`config.mk`:
```
export PLATFORM = sky130hd
export DESIGN_NAME = utf8_to_utf16_transcoder_flat
export DESIGN_NICKNAME = d
export VERILOG_FILES = /design/src/rtl/core/u8u16_pkg.sv /design/src/rtl/core/u8u16_in_if.sv /design/src/rtl/core/u8u16_out_if.sv /design/src/rtl/core/utf8_to_utf16_transcoder.sv /design/src/rtl/core/u8u16_decode.sv /design/src/rtl/core/u8u16_outq.sv /design/src/flat_wrapper.sv
export SDC_FILE = /design/constraint.sdc
export NUM_CORES = 1
export LEC_CHECK = 0
export ABC_AREA = 1
export BUFFER_PORTS_ARGS = -buffer_cell sky130_fd_sc_hd__buf_2
export CORE_UTILIZATION = 50
export CTS_CLUSTER_SIZE = 30
export DETAILED_ROUTE_END_ITERATION = 10
export PLACE_DENSITY_LB_ADDON = 0.1
export RECOVER_POWER = 25
export SYNTH_ARGS = -nofsm -noshare
export SYNTH_HDL_FRONTEND = slang
export SYNTH_SLANG_ARGS = --single-unit
```
`constraint.sdc`:
```
create_clock -name clk -period 8.6 [get_ports clk]
set_input_delay 0.86 -clock clk [delete_from_list [all_inputs] [get_ports clk]]
set_output_delay 0.86 -clock clk [all_outputs]
set_load 0.05 [all_outputs]
```
`src/rtl/core/u8u16_pkg.sv`:
```
// Package for the UTF-8 to UTF-16 transcoder: result kinds, result and push types,
// byte and code point constants. No dependencies.
package u8u16_pkg;

	localparam int COUNT_WIDTH_DEFAULT = 16;
	localparam int QUEUE_DEPTH = 4;
	localparam int QPTR_W = $clog2(QUEUE_DEPTH);
	localparam int QCNT_W = $clog2(QUEUE_DEPTH + 1);

	localparam logic [7:0] LEAD_MIN = 8'hC0;
	localparam logic [7:0] LEAD_MAX = 8'hFD;
	localparam logic [1:0] CONT_TAG = 2'b10;
	localparam logic [30:0] CODE_MAX = 31'h10FFFF;
	localparam logic [15:0] SURR_HIGH_BASE = 16'hD800;
	localparam logic [15:0] SURR_LOW_BASE = 16'hDC00;
	localparam logic [15:0] SURR_OFFSET = 16'h0040;

	typedef enum logic [1:0] {
		KIND_UNIT = 2'd0,
		KIND_END = 2'd1,
		KIND_ERROR = 2'd2
	} kind_t;

	typedef struct packed {
		logic [15:0] unit_word;
		kind_t kind;
		logic [15:0] unit_count;
		logic last;
	} result_t;

	typedef struct packed {
		logic [1:0] count;
		result_t first;
		result_t second;
	} push_t;

endpackage

```
`src/rtl/core/u8u16_in_if.sv`:
```
// Byte input channel of the transcoder: valid, ready and one UTF-8 byte.
// No dependencies.
interface u8u16_in_if;
	logic valid;
	logic ready;
	logic [7:0] data_byte;

	modport source (output valid, output data_byte, input ready);
	modport sink (input valid, input data_byte, output ready);
endinterface

```
`src/rtl/core/u8u16_out_if.sv`:
```
// Result output channel of the transcoder: valid, ready and one result item.
// Depends on u8u16_pkg for the result kind type.
interface u8u16_out_if import u8u16_pkg::*; ();
	logic valid;
	logic ready;
	logic [15:0] unit_word;
	kind_t kind;
	logic [15:0] unit_count;
	logic last;

	modport source (output valid, output unit_word, output kind, output unit_count,
		output last, input ready);
	modport sink (input valid, input unit_word, input kind, input unit_count,
		input last, output ready);
endinterface

```
`src/rtl/core/utf8_to_utf16_transcoder.sv`:
```
// UTF-8 to UTF-16 transcoder top level: input byte register, decoder, result queue.
// A byte waits in the input register until the queue has room; a surrogate pair's
// second result is offered one transaction after its first. Throughput: one byte per
// cycle while the queue has room; the single output port sets the limit when a byte
// yields two results. Reset empties the input register and queue, clears decoder state.
module utf8_to_utf16_transcoder import u8u16_pkg::*; #(
	parameter int COUNT_WIDTH = COUNT_WIDTH_DEFAULT
) (
	input logic clk,
	input logic arst_n,
	u8u16_in_if.sink byte_stream,
	u8u16_out_if.source unit_stream
);

	logic valid_s1;
	logic [7:0] data_s1;
	logic fire;
	logic room;
	push_t push;
	result_t out_data;
	logic out_valid;

	assign fire = valid_s1 && room;
	assign byte_stream.ready = !valid_s1 || fire;

	always_ff @(posedge clk or negedge arst_n) begin
		if (!arst_n) begin
			valid_s1 <= 1'b0;
		end else if (byte_stream.ready) begin
			valid_s1 <= byte_stream.valid;
		end
	end

	always_ff @(posedge clk) begin
		if (byte_stream.ready && byte_stream.valid) begin
			data_s1 <= byte_stream.data_byte;
		end
	end

	u8u16_decode #(
		.COUNT_WIDTH(COUNT_WIDTH)
	) u_decode (
		.clk(clk),
		.arst_n(arst_n),
		.fire(fire),
		.data_byte(data_s1),
		.push(push)
	);

	u8u16_outq u_outq (
		.clk(clk),
		.arst_n(arst_n),
		.push(push),
		.room(room),
		.out_valid(out_valid),
		.out_ready(unit_stream.ready),
		.out_data(out_data)
	);

	assign unit_stream.valid = out_valid;
	assign unit_stream.unit_word = out_data.unit_word;
	assign unit_stream.kind = out_data.kind;
	assign unit_stream.unit_count = out_data.unit_count;
	assign unit_stream.last = out_data.last;

endmodule

```
`src/rtl/core/u8u16_decode.sv`:
```
// Decoder stage: holds the code point, pending byte count, discard flag and unit
// count, and turns one registered byte into zero, one or two results. Uses u8u16_pkg.
module u8u16_decode import u8u16_pkg::*; #(
	parameter int COUNT_WIDTH = COUNT_WIDTH_DEFAULT
) (
	input logic clk,
	input logic arst_n,
	input logic fire,
	input logic [7:0] data_byte,
	output push_t push
);

	logic [30:0] acc_q, acc_d;
	logic [2:0] rem_q, rem_d;
	logic disc_q, disc_d;
	logic [COUNT_WIDTH-1:0] cnt_q, cnt_d;
	logic [COUNT_WIDTH:0] cnt_sum;
	logic [1:0] add_n;
	logic [30:0] acc_shift;
	logic [30:0] emit_cp;
	logic emit_en;
	logic err_en;
	push_t push_c;

	assign acc_shift = {acc_q[24:0], data_byte[5:0]};
	assign cnt_sum = {1'b0, cnt_q} + (COUNT_WIDTH + 1)'(add_n);

	always_comb begin
		acc_d = acc_q;
		rem_d = rem_q;
		disc_d = disc_q;
		add_n = 2'd0;
		emit_en = 1'b0;
		emit_cp = '0;
		err_en = 1'b0;
		push_c = '0;
		push_c.first.kind = KIND_UNIT;
		push_c.second.kind = KIND_UNIT;
		if (data_byte == 8'h00) begin
			if (!disc_q && rem_q != 3'd0) begin
				push_c.count = 2'd2;
				push_c.first.kind = KIND_ERROR;
				push_c.second.kind = KIND_END;
				push_c.second.unit_count = 16'(cnt_q);
				push_c.second.last = 1'b1;
			end else begin
				push_c.count = 2'd1;
				push_c.first.kind = KIND_END;
				push_c.first.unit_count = 16'(cnt_q);
				push_c.first.last = 1'b1;
			end
			acc_d = '0;
			rem_d = 3'd0;
			disc_d = 1'b0;
		end else if (!disc_q) begin
			if (rem_q != 3'd0) begin
				if (data_byte[7:6] != CONT_TAG) begin
					err_en = 1'b1;
				end else begin
					acc_d = acc_shift;
					rem_d = rem_q - 3'd1;
					if (rem_q == 3'd1) begin
						emit_en = 1'b1;
						emit_cp = acc_shift;
					end
				end
			end else if (!data_byte[7]) begin
				emit_en = 1'b1;
				emit_cp = {23'd0, data_byte};
			end else if (data_byte < LEAD_MIN || data_byte > LEAD_MAX) begin
				err_en = 1'b1;
			end else begin
				priority if (!data_byte[5]) begin
					acc_d = {26'd0, data_byte[4:0]};
					rem_d = 3'd1;
				end else if (!data_byte[4]) begin
					acc_d = {27'd0, data_byte[3:0]};
					rem_d = 3'd2;
				end else if (!data_byte[3]) begin
					acc_d = {28'd0, data_byte[2:0]};
					rem_d = 3'd3;
				end else if (!data_byte[2]) begin
					acc_d = {29'd0, data_byte[1:0]};
					rem_d = 3'd4;
				end else begin
					acc_d = {30'd0, data_byte[0]};
					rem_d = 3'd5;
				end
			end
			if (emit_en) begin
				acc_d = '0;
				if (emit_cp[30:16] == 15'd0) begin
					push_c.count = 2'd1;
					push_c.first.unit_word = emit_cp[15:0];
					push_c.first.last = 1'b1;
					add_n = 2'd1;
				end else if (emit_cp <= CODE_MAX) begin
					push_c.count = 2'd2;
					push_c.first.unit_word = SURR_HIGH_BASE + {5'd0, emit_cp[20:10]}
						- SURR_OFFSET;
					push_c.second.unit_word = SURR_LOW_BASE | {6'd0, emit_cp[9:0]};
					push_c.second.last = 1'b1;
					add_n = 2'd2;
				end else begin
					err_en = 1'b1;
				end
			end
			if (err_en) begin
				push_c.count = 2'd1;
				push_c.first = '0;
				push_c.first.kind = KIND_ERROR;
				push_c.first.last = 1'b1;
				disc_d = 1'b1;
				rem_d = 3'd0;
				acc_d = '0;
			end
		end
	end

	always_comb begin
		if (data_byte == 8'h00) begin
			cnt_d = '0;
		end else if (cnt_sum[COUNT_WIDTH]) begin
			cnt_d = {COUNT_WIDTH{1'b1}};
		end else begin
			cnt_d = cnt_sum[COUNT_WIDTH-1:0];
		end
	end

	always_comb begin
		push = push_c;
		if (!fire) begin
			push.count = 2'd0;
		end
	end

	always_ff @(posedge clk or negedge arst_n) begin
		if (!arst_n) begin
			acc_q <= '0;
			rem_q <= 3'd0;
			disc_q <= 1'b0;
			cnt_q <= '0;
		end else if (fire) begin
			acc_q <= acc_d;
			rem_q <= rem_d;
			disc_q <= disc_d;
			cnt_q <= cnt_d;
		end
	end

	a_disc_no_pending: assert property (@(posedge clk) disable iff (!arst_n)
		disc_q |-> rem_q == 3'd0)
		else $error("discard flag set while continuation bytes are pending");

	a_nul_clears: assert property (@(posedge clk) disable iff (!arst_n)
		fire && data_byte == 8'h00 |=> rem_q == 3'd0 && !disc_q && cnt_q == '0)
		else $error("state not cleared after end of string");

	a_push_only_on_fire: assert property (@(posedge clk) disable iff (!arst_n)
		!fire |-> push.count == 2'd0)
		else $error("results pushed without a decoded byte");

endmodule

```
`src/rtl/core/u8u16_outq.sv`:
```
// Result queue: takes up to two results per cycle from the decoder and hands
// them out one per transaction. Uses u8u16_pkg.
module u8u16_outq import u8u16_pkg::*; (
	input logic clk,
	input logic arst_n,
	input push_t push,
	output logic room,
	output logic out_valid,
	input logic out_ready,
	output result_t out_data
);

	result_t entry_q [QUEUE_DEPTH];
	logic [QPTR_W-1:0] wr_ptr_q, rd_ptr_q;
	logic [QCNT_W-1:0] count_q;
	logic pop;

	assign out_valid = count_q != '0;
	assign out_data = entry_q[rd_ptr_q];
	assign pop = out_valid && out_ready;
	assign room = count_q <= QCNT_W'(QUEUE_DEPTH - 2);

	always_ff @(posedge clk) begin
		if (push.count != 2'd0) begin
			entry_q[wr_ptr_q] <= push.first;
		end
		if (push.count == 2'd2) begin
			entry_q[wr_ptr_q + QPTR_W'(1)] <= push.second;
		end
	end

	always_ff @(posedge clk or negedge arst_n) begin
		if (!arst_n) begin
			wr_ptr_q <= '0;
			rd_ptr_q <= '0;
			count_q <= '0;
		end else begin
			wr_ptr_q <= wr_ptr_q + QPTR_W'(push.count);
			if (pop) begin
				rd_ptr_q <= rd_ptr_q + QPTR_W'(1);
			end
			count_q <= count_q + QCNT_W'(push.count) - QCNT_W'(pop);
		end
	end

	a_no_overflow: assert property (@(posedge clk) disable iff (!arst_n)
		push.count != 2'd0 |-> count_q <= QCNT_W'(QUEUE_DEPTH - 2))
		else $error("result queue push without room");

	a_count_bound: assert property (@(posedge clk) disable iff (!arst_n)
		count_q <= QCNT_W'(QUEUE_DEPTH))
		else $error("result queue count out of range");

endmodule

```
`src/flat_wrapper.sv`:
```
// flat-port wrapper written by rule: the top's interface ports become plain ports
module utf8_to_utf16_transcoder_flat import u8u16_pkg::*;
#(
	parameter int COUNT_WIDTH = COUNT_WIDTH_DEFAULT
)
  (clk, arst_n, byte_stream_valid, byte_stream_data_byte, byte_stream_ready, unit_stream_valid, unit_stream_unit_word, unit_stream_kind, unit_stream_unit_count, unit_stream_last, unit_stream_ready);
  u8u16_in_if byte_stream_i ();
  u8u16_out_if unit_stream_i ();
  input logic clk;
  input logic arst_n;
  input wire logic [$bits(byte_stream_i.valid)-1:0] byte_stream_valid;
  input wire logic [$bits(byte_stream_i.data_byte)-1:0] byte_stream_data_byte;
  output wire logic [$bits(byte_stream_i.ready)-1:0] byte_stream_ready;
  output wire logic [$bits(unit_stream_i.valid)-1:0] unit_stream_valid;
  output wire logic [$bits(unit_stream_i.unit_word)-1:0] unit_stream_unit_word;
  output wire logic [$bits(unit_stream_i.kind)-1:0] unit_stream_kind;
  output wire logic [$bits(unit_stream_i.unit_count)-1:0] unit_stream_unit_count;
  output wire logic [$bits(unit_stream_i.last)-1:0] unit_stream_last;
  input wire logic [$bits(unit_stream_i.ready)-1:0] unit_stream_ready;
  assign byte_stream_i.valid = byte_stream_valid;
  assign byte_stream_i.data_byte = byte_stream_data_byte;
  assign byte_stream_ready = byte_stream_i.ready;
  assign unit_stream_valid = unit_stream_i.valid;
  assign unit_stream_unit_word = unit_stream_i.unit_word;
  assign unit_stream_kind = unit_stream_i.kind;
  assign unit_stream_unit_count = unit_stream_i.unit_count;
  assign unit_stream_last = unit_stream_i.last;
  assign unit_stream_i.ready = unit_stream_ready;
  utf8_to_utf16_transcoder #(.COUNT_WIDTH(COUNT_WIDTH)) u_core (.clk(clk), .arst_n(arst_n), .byte_stream(byte_stream_i), .unit_stream(unit_stream_i));
endmodule
```
# Word-level counts from Yosys, hierarchy flattened
# Memories as Yosys holds them, arrays and structs flattened.
# Index checks and enable logic that the tools add are counted.
# word_totals
ff_bits	61
ram_bits	140
in_bits	12
wordCells	129
mem_count	1
# mem_list
name	words	width	rd	rd_ports_with_merged_regs	write_ports	line	text
u_core.u_outq.entry_q	4	35	1	0	2	u8u16_outq.sv:13	result_t entry_q [QUEUE_DEPTH];
# op_classes
add_sub_neg	9
n_lt_le_gt_ge	4
n_eq_ne	8
mux	81
reduce_logical	17
# op_table
operator	n
25-bit two-way mux	8
31-bit two-way mux	5
16-bit two-way mux	6
18-bit two-way mux	5
53-bit two-way mux	1
37-bit two-way mux	1
17-bit two-way mux	2
3-bit two-way mux	11
31-bit by 21-bit <= comparator with 1-bit output, second input constant	1
1-bit two-way mux	29
19-bit two-way mux	1
2-bit two-way mux	9
16-bit by 2-bit adder with 17-bit output	1
15-bit by 12-bit adder with 16-bit output, first input constant	1
16-bit by 7-bit subtractor with 16-bit output, second input constant	1
15-bit logical NOT	1
5-bit by 3-bit inequality test with 1-bit output, second input constant	2
5-bit AND reduction	2
8-bit > comparator, second input constant	1
8-bit logical NOT	1
8-bit less-than comparator, second input constant	1
4-bit by 3-bit inequality test with 1-bit output, second input constant	2
7-bit two-way mux	1
3-bit nonzero test	2
18 further kinds	24

# Longest topological paths before layout
# Gate-level depths: netlist of run 1.
# depth
ltp_word	19
depth_mapped	30
ltp_nobuf	28

# Cells and area by module
# A second synthesis of run 1 with hierarchy kept.
# unflattened
cells_unflattened	1513
hier_area_um2	11786.3
# modules_own_cells
module	n_inst	cells_per_inst	area_each_um2
u8u16_outq	1	969	8010.2
u8u16_decode	1	528	3483.3
utf8_to_utf16_transcoder	1	16	292.8

# Worst setup path before layout of run 1
# OpenSTA, ideal clock, no wires.
# synth_timing
kind	register -> register
startpoint	register u_core.u_decode.rem_q[0]
endpoint	register u_core.u_decode.cnt_q[3]
setup_time_ps	83
t_arrival_ps	3864
required_time_ps	8517
setup_slack_ps	4653
stages_incl_launch_ff	30
synth_period_minus_slack_ps	3947
path_cell_list	dfrtp_1 > inv_1 > ha_1 > inv_2 > nor2_2 > buf_4 > nor2_1 > nand2_1 > ha_1 > inv_1 > nor2_1 > nand2_1 > nor2_1 > nand2_1 > nand2_4 > nand3_4 > clkbuf_1 > fa_1 > nor2_1 > nand2_1 > nor2_1 > nand3_1 > nor2_1 > nand2_1 > nor3_1 > inv_1 > nor2_1 > clkbuf_1 > o21ai_0 > o21ai_0
# synth_between
elab_chain_len	15
# synth_lines
item	line	text
start, declared	u8u16_decode.sv:14	logic [2:0] rem_q, rem_d;
start signal, assigned	u8u16_decode.sv:145	rem_q <= rem_d;
3-bit by 1-bit == test with 1-bit output	u8u16_decode.sv:62	if (rem_q == 3'd1) begin
31-bit two-way mux	u8u16_decode.sv:62	
31-bit two-way mux	u8u16_decode.sv:57	if (data_byte[7:6] != CONT_TAG) begin
31-bit two-way mux	u8u16_decode.sv:56	if (rem_q != 3'd0) begin
31-bit two-way mux	u8u16_decode.sv:55	end else if (!disc_q) begin
31-bit two-way mux	u8u16_decode.sv:39	if (data_byte == 8'h00) begin
31-bit by 21-bit <= comparator with 1-bit output	u8u16_decode.sv:97	end else if (emit_cp <= CODE_MAX) begin
2-bit two-way mux	u8u16_decode.sv:97	
2-bit two-way mux	u8u16_decode.sv:92	if (emit_cp[30:16] == 15'd0) begin
2-bit two-way mux *	u8u16_decode.sv:90	if (emit_en) begin
2-bit two-way mux *	u8u16_decode.sv:55	
2-bit two-way mux *	u8u16_decode.sv:39	
16-bit by 2-bit adder with 17-bit output *	u8u16_decode.sv:26	assign cnt_sum = {1'b0, cnt_q} + (COUNT_WIDTH + 1)'(add_n);
16-bit two-way mux *	u8u16_decode.sv:123	end else if (cnt_sum[COUNT_WIDTH]) begin
16-bit two-way mux *	u8u16_decode.sv:121	if (data_byte == 8'h00) begin
end signal, assigned	u8u16_decode.sv:147	cnt_q <= cnt_d;
end, declared	u8u16_decode.sv:16	logic [COUNT_WIDTH-1:0] cnt_q, cnt_d;
# Every way passes the cells marked *; elsewhere a longest branch is shown, timed or not. The select of a mux whose other input is x is not followed.
# A chain may end at the register's enable or synchronous reset.

# Final worst setup path of run 1
# layout_timing
startpoint	register u_core.u_outq.rd_ptr_q[0]
endpoint	output unit_stream_unit_count[8]
# layout_between
elab_chain_len	1
# layout_lines
item	line	text
start, declared	u8u16_outq.sv:14	logic [QPTR_W-1:0] wr_ptr_q, rd_ptr_q;
start signal, assigned	u8u16_outq.sv:40	rd_ptr_q <= rd_ptr_q + QPTR_W'(1);
memory 4 x 35 bit	--	
end, declared	flat_wrapper.sv:17	output wire logic [$bits(unit_stream_i.unit_count)-1:0] unit_stream_unit_count;
# No other way between the ends.

==> results.md, run 1 <==
- The number of hold buffers added after CTS was 0.
- The checks that failed: capacitance limit, slew limit.
- The path length in cells of the critical path is 6.
- Counting every instance in the synthesized netlist gives 1113.
- The fraction of power consumed by sequential logic is 32.4%.
- The detail-routed via count per cell is 5.82.
- The net count of the finished layout is 1168.
- Among all flip-flop cells after synthesis, the most frequent one is edfxtp_1.
- The worst IR drop on VDD is 0.242 mV.
- The number of register bits inferred by synthesis is 201.
- The layout has 1883 filler cells.
- In this run the worst path has a maximum fanout of 73.
- Across all layers, the routed design uses 8300 vias.
- Gates resized during post-CTS repair numbered 0.
- The kind of critical path is flip-flop to output pin.
- The clock network power share is 22.6%.
- The actual transition at the worst max-transition pin is 3.22 ns.
- Averaged over all synthesized cells, the footprint is 9.23 um2.
- The clock tree from TritonCTS is yes.
- The critical path required time is 7.74 ns.
- The number of buffers and inverters on the critical path is 4.
- The clock-pin slew on the worst setup and hold paths is 0.06 ns.
- The run finished, with violations left.
- The wire length reported by the detailed router is 27700 um.
- At the later pin of the worst-skew pair, clock insertion delay measures 0.50 ns.
- In the routed design, unresolved DRC markers number 0.
- Cell internal power was estimated by the tool at 2.10 mW.
- The headroom to the max-slew limit is -115%.
- In the finished design, the share of the clock period the worst path needs comes to 76.2%.
- The clock skew is 0.00860 ns.
- The worst path needs 6.55 ns of the cycle, external delays included.
- The x dimension of the die is 145 um.
- The number of routed nets with antenna violations is 0.
- Dividing the detail-routed wire length by the instance count gives 19.4 um.
- Buffers placed on the I/O ports in this run total 48.
- The first detailed-routing pass ran for 5 iterations.
- Multiplexer cells account for 0% of the synthesized area.
- Post-CTS timing repair inserted 0 buffers for setup.
- Summing the sequential cell areas from Yosys gives 55.4% of the chip area.
- The number of cells on the worst reg-to-reg path is 21.
- The number of H-tree branching levels is 1.
- In the global route stage, overall resource usage came out at 26.8%.
- In this design, the critical path's most frequently occurring cell is clkbuf_1.
- Setup total negative slack on the finished layout was measured at 0 ns.
- The portion of total power attributed to combinational logic is 45.0%.
- The final max-slew violation count was 220.
- The worst hold path belongs to the class flip-flop to flip-flop.
- After synthesis the cells add up to 10300 um2.
- The largest delay contributor family on the critical path is buffers and inverters.
- The half-perimeter wire length after placement is 17900 um.
- The cell at the root of the clock tree is clkbuf_16.
- The number of nets in the synthesized netlist is 1138.
- The xor-xnor portion of the synthesized cell area is 1.62%.
- During synthesis, Yosys emitted a total of 0 warnings.
- The pin count of the biggest net entering global routing is 74.
- For this design the total switching power over the nets is 1.86 mW.
- The most critical setup path has its startpoint at u_core.u_outq.rd_ptr_q[0].
- Of the total synthesized cell area, the portion taken by AND, OR, NAND and NOR gates is 18.4%.
- The TritonCTS sink count is 201.
- The synthesized netlist devotes 16.6% of its cell area to compound gates.
- The beginning of the worst register-to-register path is u_core.u_decode.rem_q[0].
- The I/O pin total is 49.
- Leaving out fill and tap cells, the most frequent cell in the layout is nand2_1.
- Derived from the worst setup path, the maximum achievable clock frequency is 153 MHz.
- The endpoint identified for the worst register-to-register timing path is u_core.u_outq.entry_q[0][14].
- The largest individual stage delay along the critical path comes from the cell clkbuf_1.
- The number of endpoints with negative hold slack in the final report is 0.
- 0 antenna diodes ended up in the layout.
- The largest family of logic cells by synthesized area is simple AND/OR/NAND/NOR gates.
- The worst endpoint data arrival time is 5.69 ns.
- For this run, the slowest stage of the critical path takes 2.25 ns.
- The vertical extent of the die is 145 um.
- Walking the worst path, the cells encountered are clkbuf_1 > clkinv_1 > clkbuf_1 > o21ai_0 > o22ai_1 > clkbuf_1.
- The post-synthesis cell type count is 45.
- The violation count after the first detailed-route iteration is 868.
- Net switching is 47.1% of the power.
- Following the worst setup path forward leads to its endpoint at unit_stream_unit_count[8].
- The floorplan core area is 20200 um2.
- The fraction of layout instances using a drive strength above 1 is 8.73%.
- Relative to the synthesized area, the layout overhead comes to 9.70%.
- The global-route wire length before repair is 44700 um.
- After synthesis, the share of flip-flops with an asynchronous set or reset is 26.4%.
- The maximum count of clock buffers along a single path is 3.
- The cell area after placement is 10700 um2.
- Of the total synthesized cell area, the portion taken by full adders, half adders and majority gates is 1.73%.
- The worst register-to-register path has a setup slack of 2.69 ns.
- The number of CTS-inserted buffers is 22.
- The worst hold margin is 0.467 ns.
- Setup violations remaining at the end of the flow were counted as 0.
- Counting flops with a built-in enable in the synthesized netlist gives 140.
- For this configuration, the core starts out at a cell density of 50.9%.
- The worst setup path is captured at an output pin.
- Leaving out fill and tap cells, the most frequent cells in the layout are nand2_1, o21ai_0, nor2_1, edfxtp_1, inv_1.
- Setup repair after global routing left no endpoint under its margin.
- After global routing the overflow that remains totals 0.
- For this design the static power due to leakage is 4.17 nW.
- The finished cells cover 11300 um2.
- At the end of routability-driven placement, the weighted congestion stood at 0.897.
- The startpoint class of the critical path is a flip-flop.
- The initial antenna violation count is 0.
- The die covers 21100 um2.
- The via count of the first global-routing pass is 7892.
- The total power density per cell area is 352 nW/um2.
- The floorplan has 52 rows.
- Across the run, the number of max-cap violations was 4.
==> registers in the layout, summed over array words and instances (netlist names) <==
name,flops
u_core.u_decode.acc_q,25
u_core.u_outq.entry_q,140
u_core.u_decode.disc_q,1
u_core.data_s1,8
u_core.valid_s1,1
u_core.u_decode.cnt_q,16
u_core.u_outq.wr_ptr_q,2
u_core.u_outq.count_q,3
u_core.u_decode.rem_q,3
u_core.u_outq.rd_ptr_q,2
==> synth_stat cells (8+ instances only) <==
master / number / area share [%]
buf_2: 9 / 0.44
nand3_1: 54 / 2.6
ha_1: 11 / 1.3
o21ai_0: 157 / 7.7
a21oi_1: 77 / 3.8
nand4_1: 13 / 0.79
o21ai_1: 10 / 0.49
clkbuf_1: 33 / 1.2
nor3_1: 8 / 0.39
inv_2: 8 / 0.29
xor2_1: 14 / 1.2
nand2_1: 157 / 5.7
nor2_1: 143 / 5.2
dfxtp_1: 8 / 1.6
dfrtp_1: 53 / 13
o22ai_1: 60 / 3.7
nand2_2: 13 / 0.79
inv_1: 86 / 3.1
edfxtp_1: 140 / 41
==> worst reg2reg max path: stages, from the launching register on <==
cell,delay (ns)
dfrtp_1,0.39
inv_1,0.11
ha_1,0.21
inv_1,0.09
nor2_1,1.13
nand2_1,0.22
nand2_2,0.30
nand2_1,0.08
inv_1,0.05
nand2_1,0.04
nor2_1,0.13
nand2_1,0.08
nand2_2,0.07
nand2_1,0.14
nand2_1,0.59
nand2_1,0.14
nand2_2,0.11
nand2_4,0.09
nand2_4,0.26
nand2_2,0.34
nand2_1,0.52
buf_4,0.47
==> how the worst min path moves through the flow <==
stage | slack, ns | cells after the start | startpoint | to
after floorplan | 0.44 | 2 | u_core.u_outq.entry_q[1][32] | u_core.u_outq.entry_q[1][32]
after global placement | 0.45 | 2 | u_core.u_outq.entry_q[2][32] | u_core.u_outq.entry_q[2][32]
after detailed placement | 0.46 | 2 | u_core.u_outq.entry_q[1][18] | u_core.u_outq.entry_q[1][18]
after CTS | 0.47 | 2 | u_core.u_outq.entry_q[1][18] | u_core.u_outq.entry_q[1][18]
after global routing | 0.49 | 2 | u_core.u_outq.entry_q[1][32] | u_core.u_outq.entry_q[1][32]
final | 0.47 | 2 | u_core.u_outq.entry_q[1][18] | u_core.u_outq.entry_q[1][18]
==> routing by layer <==
metal | GRT usage (%) | part of all wire [%]
met1 | 39.8 | 46
met2 | 41.8 | 45
met3 | 3.84 | 6.9
met4 | 5.95 | 2.0
met5 | 0 | 0
==> per-stage QoR <==
stage	utilization, %	cells	power [mW]	worst slack [ns]
floorplan	-	1113	2.65	4.65
global placement	52.8	1389	3.09	3.54
detailed placement	52.8	1389	3.10	3.39
CTS	56.2	1427	3.99	3.37
global route	55.8	1427	4.18	1.45
finish	55.8	1427	3.96	2.05
==> kinds of logic after synthesis <==
group           after synthesis
simple gates                414
compound gates              317
flops                       201
buf+inv                     149
xor+xnor                     19
fa+ha+maj                    13
==> power groups by stage <==
stage | clock network (mW) | logic, mW | registers (mW)
6_report | 0.896 | 1.78 | 1.28
5_1_grt | 0.956 | 1.92 | 1.30
4_1_cts | 0.910 | 1.80 | 1.28
3_5_place_dp | 0 | 1.80 | 1.30
3_3_place_gp | 0 | 1.79 | 1.30
2_1_floorplan | 0 | 1.37 | 1.28
==> final cells by class <==
type | instances | area [um2] | area share, %
multi-input combinational | 763 | 3920 | 34.8
timing repair buffer | 60 | 285 | 2.53
clock inverter | 9 | 72.6 | 0.644
inverter | 95 | 357 | 3.17
clock buffer | 29 | 598 | 5.31
tap | 270 | 338 | 3.00
sequential | 201 | 5690 | 50.5
Power figures use the tool's default switching activity.
==> inputs of run 2 (changes only) <==
==> constraint.sdc (replaced) <==
create_clock -name clk -period 5.8 [get_ports clk]
set_input_delay 0.58 -clock clk [delete_from_list [all_inputs] [get_ports clk]]
set_output_delay 0.58 -clock clk [all_outputs]
set_load 0.05 [all_outputs]
==> results.md, run 2 (synthesis results as in run 1) <==
- The run finished, with violations left.
- The checks that failed: capacitance limit, slew limit.
- The post-route cell area is 11300 um2 (+0.43%).
- The starting density of the core is 50.9% (unchanged).
- The headroom to the max-slew limit is -101% (+14 points).
- The critical path required time was 5.94 ns (-1.80 ns).
- Based on the critical path, the design can be clocked at up to 206 MHz.
- The internal cell power was 3.09 mW (+48%).
- The clock skew is 0.0326 ns (+0.0240 ns).
- The number of endpoints with negative hold slack in the final report is 0 (unchanged).
- The count of TritonRoute iterations in the first routing pass is 7 (+2).
- The number of flip-flops in the largest register is 140 (unchanged).
- The actual transition at the worst max-transition pin is 3.02 ns (-0.204 ns).
- The met1 layer usage reported by global route was 39.0% (-0.77 points).
- The max-cap check violation count came to 1 (-3).
- The share of the cycle needed by the critical path after routing is 83.7%.
- The fraction of power consumed by sequential logic is 32.5% (about the same).
- The die area came to 21100 um2 (unchanged).
- The largest registers in the layout are u_core.u_outq.entry_q x140, u_core.u_decode.acc_q x25, u_core.u_decode.cnt_q x16.
- The number of cells upsized or downsized after cts is 0 (unchanged).
- Leaving out fill and tap cells, the most frequent cell in the layout is nand2_1.
- The final layout net count is 1171 (+0.26%).
- The count of final setup violators is 0 (unchanged).
- The half-perimeter wire length after placement is 17900 um (-0.33%).
- The number of routed nets with antenna violations is 0 (unchanged).
- The global-route track usage on met2 was 40.8% (-0.99 points).
- The clock-pin slew on the worst setup and hold paths is 0.06 ns (about the same).
- The total inserted antenna cells came to 0 (unchanged).
- The worst hold margin is 0.250 ns (-0.217 ns).
- The leftover overflow at the end of global routing was 0 (unchanged).
- The fraction of layout instances using a drive strength above 1 is 9.21% (+0.48 points).
- The number of CTS-inserted buffers is 22 (unchanged).
- The number of rows created at floorplan is 52 (unchanged).
- The final max-slew violation count came to 54 (-75%).
- The worst setup path is of the flip-flop to flip-flop kind.
- The overall global routing resource usage is 26.4% (-0.37 points).
- The post-layout instance count excluding filler cells is 1432 (+0.35%).
- The initial antenna violation count is 0 (unchanged).
- The vertical extent of the die is 145 um (unchanged).
- The wire length reported by the detailed router is 27800 um (about the same).
- The layer with the highest usage after global routing is met2.
- The post-detailed-route wirelength per cell is 19.4 um (-0.28%).
- The met3 track demand over resource in global routing came to 3.84% (unchanged).
- The via count of the first global-routing pass came to 7741 (-1.9%).
- The tree is rooted in a clkbuf_16.
- The clock tree from TritonCTS is yes.
- The signed area change from the synthesized netlist to the final layout is 10.2%.
- The global-route wire length before repair is 43900 um (-1.6%).
- The violation count after the first detailed-route iteration is 840 (-3.2%).
- Counting I/O delays and the setup requirement, the final critical path takes 4.85 ns.
- The utilization after layout is 56.1% (+0.24 points).
- The x dimension of the die was 145 um (unchanged).
- The portion of total power attributed to combinational logic was 44.9% (about the same).
- The static leakage power is 4.19 nW (+0.41%).
- The worst setup slack before clock tree synthesis is 1.01 ns (-2.38 ns).
- The worst endpoint data arrival time is 4.99 ns (-0.70 ns).
- The setup total negative slack is 0 ns (unchanged).
- The weighted congestion reported at the end of routability-driven placement was 0.926 (+3.3%).
- The number of buffers inserted by hold repair at cts came to 0 (unchanged).
- STA classifies the critical path startpoint as a flip-flop.
- The number of H-tree branching levels is 1 (unchanged).
- Setup repair after global routing left no endpoint under its margin.
- The setup fix buffers added after clock tree synthesis is 0 (unchanged).
- The final worst setup slack is 0.947 ns (-1.10 ns).
- Leaving out fill and tap cells, the most frequent cells in the layout are nand2_1, o21ai_0, nor2_1, edfxtp_1, inv_1.
- The clock network power share is 22.6% (about the same).
- The cell area after placement came to 10700 um2 (+0.33%).
- The net switching power of the design is 2.76 mW (+48%).
- The post-route DRC violation count came to 0 (unchanged).
- The overall power after layout is 5.86 mW (+48%).
- The floorplan core area came to 20200 um2 (unchanged).
- The number of placed cells counting well taps is 1392 (+0.22%).
- The pin count of the biggest net entering global routing is 74 (unchanged).
- The maximum count of clock buffers along a single path is 3 (unchanged).
- The detail-routed via count per cell is 5.78 (-0.64%).
- The total power density per cell area is 518 nW/um2 (+47%).
- The TritonCTS sink count is 201 (unchanged).
- The class of the worst hold path is input port to flip-flop.
- The worst-skew pair later-pin latency is 0.52 ns (+0.02 ns).
- Ranked by flip-flop count, first place goes to u_core.u_outq.entry_q.
- The total vias in the final route is 8276 (-0.29%).
- The I/O pin total is 49 (unchanged).
- The switching part of the total is 47.2% (+0.12 points).
- The worst IR drop on VDD is 0.366 mV (+51%).
- The top fanout value on the critical path is 29 (-60%).
- The number of buffers added on ports is 48 (unchanged).
- The type of element capturing the critical path is a flip-flop.
==> run 2: layout make-up <==
| class | instances | area, um2 |
|---|---|---|
| Fill cell | 1811 | 8860 |
| Sequential cell | 201 | 5690 |
| Multi-Input combinational cell | 763 | 3930 |
| Clock buffer | 29 | 587 |
| Inverter | 95 | 357 |
| Tap cell | 270 | 338 |
| Timing Repair Buffer | 63 | 322 |
| Clock inverter | 11 | 90.1 |
==> run 2: final timing paths <==
path                                                    from                           end  slack (ns)  cells past startpoint
worst max-delay path                u_core.u_decode.rem_q[0]   u_core.u_outq.entry_q[3][2]        0.95                     21
worst min-delay path                byte_stream_data_byte[7]             u_core.data_s1[7]        0.25                      1
worst max register to register      u_core.u_decode.rem_q[0]   u_core.u_outq.entry_q[3][2]        0.95                     21
worst min register to register  u_core.u_outq.entry_q[1][32]  u_core.u_outq.entry_q[1][32]        0.47                      2
max in group asynchronous                             arst_n     u_core.u_outq.rd_ptr_q[0]        2.70                      2
min in group asynchronous                             arst_n     u_core.u_decode.cnt_q[15]        1.16                      2
==> run 2: critical path, stage by stage, from the launching register on <==
cell and delay [ns]:
dfrtp_1 0.40, inv_1 0.11, ha_1 0.20, inv_2 0.06
nor2_2 0.52, nand2_1 0.17, nand2_2 0.25, nand2_1 0.08
inv_1 0.05, nand2_1 0.05, nor2_1 0.11, nand2_1 0.07
nand2_2 0.09, nand2_4 0.07, nand2_1 0.51, nand2_1 0.14
nand2_2 0.11, nand2_4 0.09, nand2_4 0.27, nand2_2 0.31
nand2_1 0.31, buf_4 0.46
==> run 2: power by group through the flow <==
stage | logic [mW] | registers (mW) | clock network [mW]
floorplan | 2.03 | 1.90 | 0
global placement | 2.67 | 1.93 | 0
detailed placement | 2.68 | 1.93 | 0
CTS | 2.68 | 1.90 | 1.34
global route | 2.85 | 1.93 | 1.39
finish | 2.63 | 1.90 | 1.32
==> run 2: routing by layer <==
| metal | up-vias | part of all wire [%] |
|---|---|---|
| met4 | 0 | 2.0 |
| met3 | 36 | 7.4 |
| met2 | 372 | 46 |
| li1 | 3963 | - |
| met5 | - | 0 |
| met1 | 3905 | 45 |
==> inputs of run 3 (changes only) <==
--- a/config.mk
+++ b/config.mk
@@ -5,7 +5,7 @@
 export SDC_FILE = /design/constraint.sdc
 export NUM_CORES = 1
 export LEC_CHECK = 0
-export ABC_AREA = 1
+export ABC_AREA = 0
 export BUFFER_PORTS_ARGS = -buffer_cell sky130_fd_sc_hd__buf_2
 export CORE_UTILIZATION = 50
 export CTS_CLUSTER_SIZE = 30
==> constraint.sdc (replaced) <==
create_clock -name clk -period 4.95 [get_ports clk]
set_input_delay 0.495 -clock clk [delete_from_list [all_inputs] [get_ports clk]]
set_output_delay 0.495 -clock clk [all_outputs]
set_load 0.05 [all_outputs]
==> results.md, run 3 <==
- The top cell type by total area after synthesis is edfxtp_1.
- The number of flops mapped to enable cells by yosys is 140 (unchanged).
- The clock network power share was 26.8% (+4.2 points).
- The fraction of the mapped netlist area in adder cells is 1.79% (+0.055 points).
- The number of endpoints with negative hold slack in the final report is 0 (unchanged).
- The total of warnings raised by yosys is 0 (unchanged).
- STA classifies the critical path endpoint as a flip-flop.
- The TritonCTS sink count was 201 (unchanged).
- The time the worst path needs with I/O delays and setup came to 4.55 ns (-0.301 ns).
- The global-route wire length before repair is 37700 um (-14%).
- The setup total negative slack was 0 ns (unchanged).
- The overall power after layout is 5.58 mW (-4.7%).
- The combined area of all synthesized cells is 9950 um2 (-3.1%).
- The number of buffers added on ports is 48 (unchanged).
- The floorplan core area came to 19500 um2 (-3.5%).
- Setup repair after global routing left no endpoint under its margin.
- The total inserted antenna cells came to 0 (unchanged).
- The xor-xnor portion of the synthesized cell area is 0.616% (-1.0 points).
- The max-cap check violation count is 1 (unchanged).
- The switching part of the total was 38.8% (-8.4 points).
- The post-route DRC violation count came to 0 (unchanged).
- The post-synthesis cell type count is 71 (+58%).
- The worst hold path depth is 1 (unchanged).
- The count of TritonRoute iterations in the first routing pass is 5 (-2).
- The fraction of post-synthesis cell area in the top cell type by area was 42.2% (+1.3 points).
- The final max-slew violation count is 54 (unchanged).
- The number of rows created at floorplan came to 51 (-1.9%).
- The number of cells on the worst reg-to-reg path was 14 (-33%).
- The path class of the tightest hold or removal check is input port to flip-flop.
- The pin count of the biggest net entering global routing came to 54 (-27%).
- The multiplexer area fraction after synthesis is 9.29% (+9.3 points).
- The upper clock frequency limit is 220 MHz (+6.6%).
- The initial antenna violation count is 0 (unchanged).
- The startpoint class of the critical path is a flip-flop.
- The number of buffers inserted by hold repair at cts is 0 (unchanged).
- The worst IR drop on VDD is 0.274 mV (-25%).
- The number of placed cells counting well taps was 1075 (-23%).
- The number of H-tree branching levels is 1 (unchanged).
- The mean area per synthesized cell was 12.6 um2 (+37%).
- The fraction of power consumed by sequential logic is 38.0% (+5.5 points).
- The static leakage power came to 3.92 nW (-6.5%).
- The number of nets in the synthesized netlist is 814 (-28%).
- The net switching power of the design is 2.17 mW (-22%).
- By count the netlist is led by edfxtp_1, and2_1, nand2_1, dfrtp_1, o22ai_1.
- The die area is 20500 um2 (-3.0%).
- The run finished, with violations left.
- The share of the cycle needed by the critical path after routing was 92.0% (+8.3 points).
- The x dimension of the die is 143 um (-1.5%).
- The worst-skew pair later-pin latency came to 0.51 ns (about the same).
- The count of final setup violators came to 0 (unchanged).
- The violation count after the first detailed-route iteration came to 468 (-44%).
- The overall global routing resource usage came to 24.2% (-2.3 points).
- The fraction of layout instances using a drive strength above 1 is 18.8% (+9.5 points).
- The vertical extent of the die is 143 um (-1.5%).
- The clock-pin slew on the worst setup and hold paths is 0.06 ns (about the same).
- The weighted congestion reported at the end of routability-driven placement came to 0.903 (-2.5%).
- The setup fix buffers added after clock tree synthesis is 0 (unchanged).
- The maximum count of clock buffers along a single path was 3 (unchanged).
- The starting density of the core is 51.1% (+0.23 points).
- The number of cells upsized or downsized after cts was 0 (unchanged).
- The largest family of logic cells by synthesized area is compound AO/OA/AOI/OAI gates.
- In the final layout, the registers with the most flip-flops are u_core.u_outq.entry_q x140, u_core.u_decode.acc_q x25, u_core.u_decode.cnt_q x16.
- The total power density per cell area was 501 nW/um2 (-3.3%).
- The leftover overflow at the end of global routing is 0 (unchanged).
- The top fanout value on the critical path is 18 (-38%).
- The kind of critical path is flip-flop to flip-flop.
- The library cell used most frequently in the layout, excluding fill and tap cells, is edfxtp_1.
- The wire length reported by the detailed router is 23800 um (-14%).
- The I/O pin total is 49 (unchanged).
- The total vias in the final route is 6796 (-18%).
- Yosys attributes the largest share of cell area to edfxtp_1, dfrtp_1, mux4_2.
- The number of CTS-inserted buffers was 21 (-4.5%).
- The half-perimeter wire length after placement is 16100 um (-10%).
- The number of register bits inferred by synthesis was 201 (unchanged).
- The worst hold margin is 0.167 ns (-0.0832 ns).
- The cell at the root of the clock tree is clkbuf_16.
- The worst endpoint data arrival time is 4.98 ns (about the same).
- The fraction of the mapped netlist area in simple logic gates is 13.8% (-4.6 points).
- The number of flip-flops in the largest register is 140 (unchanged).
- The area growth from synthesis to layout is 12.0%.
- Among all cell types in the netlist, the one instantiated most often is edfxtp_1.
- The headroom to the max-slew limit is -97.5% (+3.5 points).
- The critical path required time is 5.38 ns (-0.56 ns).
- The detail-routed via count per cell is 6.11 (+5.7%).
- The gate count of the mapped netlist came to 789 (-29%).
- The post-layout instance count excluding filler cells is 1113 (-22%).
- The post-detailed-route wirelength per cell is 21.4 um (+10%).
- The clock tree from TritonCTS is yes.
- The sequential fraction of the synthesis area came to 57.2% (+1.8 points).
- The portion of total power attributed to combinational logic is 35.2% (-9.7 points).
- The final layout net count is 858 (-27%).
- The via count of the first global-routing pass is 6898 (-11%).
- The share of synthesized flip-flops with an asynchronous set or reset is 26.4% (unchanged).
- The number of routed nets with antenna violations is 0 (unchanged).
- The internal cell power is 3.42 mW (+10%).
- The actual transition at the worst max-transition pin came to 2.96 ns (-0.0526 ns).
- The post-synthesis compound-gate area fraction is 14.0% (-2.6 points).
- In the layout the commonest cells are edfxtp_1, nand2_1, and2_1, dfrtp_1, o22ai_1.
- In the synthesized netlist the dominant register cell turns out to be edfxtp_1.
- The clock skew came to 0.0111 ns (-0.0215 ns).
- The final reports fail on capacitance limit, slew limit.
- The register ranked first by flip-flop count is u_core.u_outq.entry_q.
run 3: worst max-delay path: stages (launching register included):
cell      delay (ns)
dfrtp_1         0.37
inv_1           0.07
ha_1            0.25
nand3b_1        0.22
or4b_1          0.57
nor4_2          0.28
mux2_4          0.44
nand2_1         0.23
nand2_1         0.15
fa_1            0.51
or2_2           0.38
or4_1           0.61
nand3_1         0.16
a21oi_1         0.08
nor2_1          0.16
run 3: metal layers:
metal / track usage [%] / share of wire [%]
met1: 30.6 / 41
met2: 42.1 / 51
met3: 3.09 / 5.9
met4: 9.39 / 3.0
met5: 0 / 0
run 3: final timing paths:
path                                                    from                           end  slack (ns)
worst min-delay path                byte_stream_data_byte[2]             u_core.data_s1[2]        0.17
worst max register to register      u_core.u_decode.rem_q[0]      u_core.u_decode.cnt_q[8]        0.40
worst min register to register  u_core.u_outq.entry_q[0][18]  u_core.u_outq.entry_q[0][18]        0.47
min in group asynchronous                             arst_n     u_core.u_outq.rd_ptr_q[1]        1.05
max in group asynchronous                             arst_n      u_core.u_decode.rem_q[2]        2.22
worst max-delay path                u_core.u_decode.rem_q[0]      u_core.u_decode.cnt_q[8]        0.40
run 3: power groups by stage:
stage | Clock, mW | Combinational [mW] | Sequential, mW
after floorplan | 0 | 1.62 | 2.01
after global placement | 0 | 1.98 | 2.15
after detailed placement | 0 | 2.00 | 2.15
after CTS | 1.52 | 2.00 | 2.12
after global routing | 1.58 | 2.10 | 2.14
final | 1.50 | 1.96 | 2.12
run 3: area by class of cell:
| class | instances | area, um2 |
|---|---|---|
| sequential | 201 | 5690 |
| tap | 265 | 332 |
| fill | 1635 | 8310 |
| inverter | 20 | 75.1 |
| timing repair buffer | 75 | 427 |
| clock buffer | 34 | 629 |
| clock inverter | 4 | 23.8 |
| multi-input combinational | 514 | 3970 |
run 3: stage by stage:
step | util [%] | worst slack (ns) | area, um2
floorplan | - | 0.281 | 9950
global placement | 54.1 | 0.517 | 10500
detailed placement | 54.1 | 0.447 | 10500
CTS | 57.4 | 0.404 | 11200
global route | 57.3 | 0.0659 | 11100
finish | 57.3 | 0.398 | 11100
run 3: cells by family after synthesis:
logic type                 after synthesis
muxes                                   46
and+or+nand+nor                        255
adders and majority gates               13
DFF                                    201
buffers and inverters                   74
AOI/OAI and AO/OA                      193
xor gates and xnor gates                 7
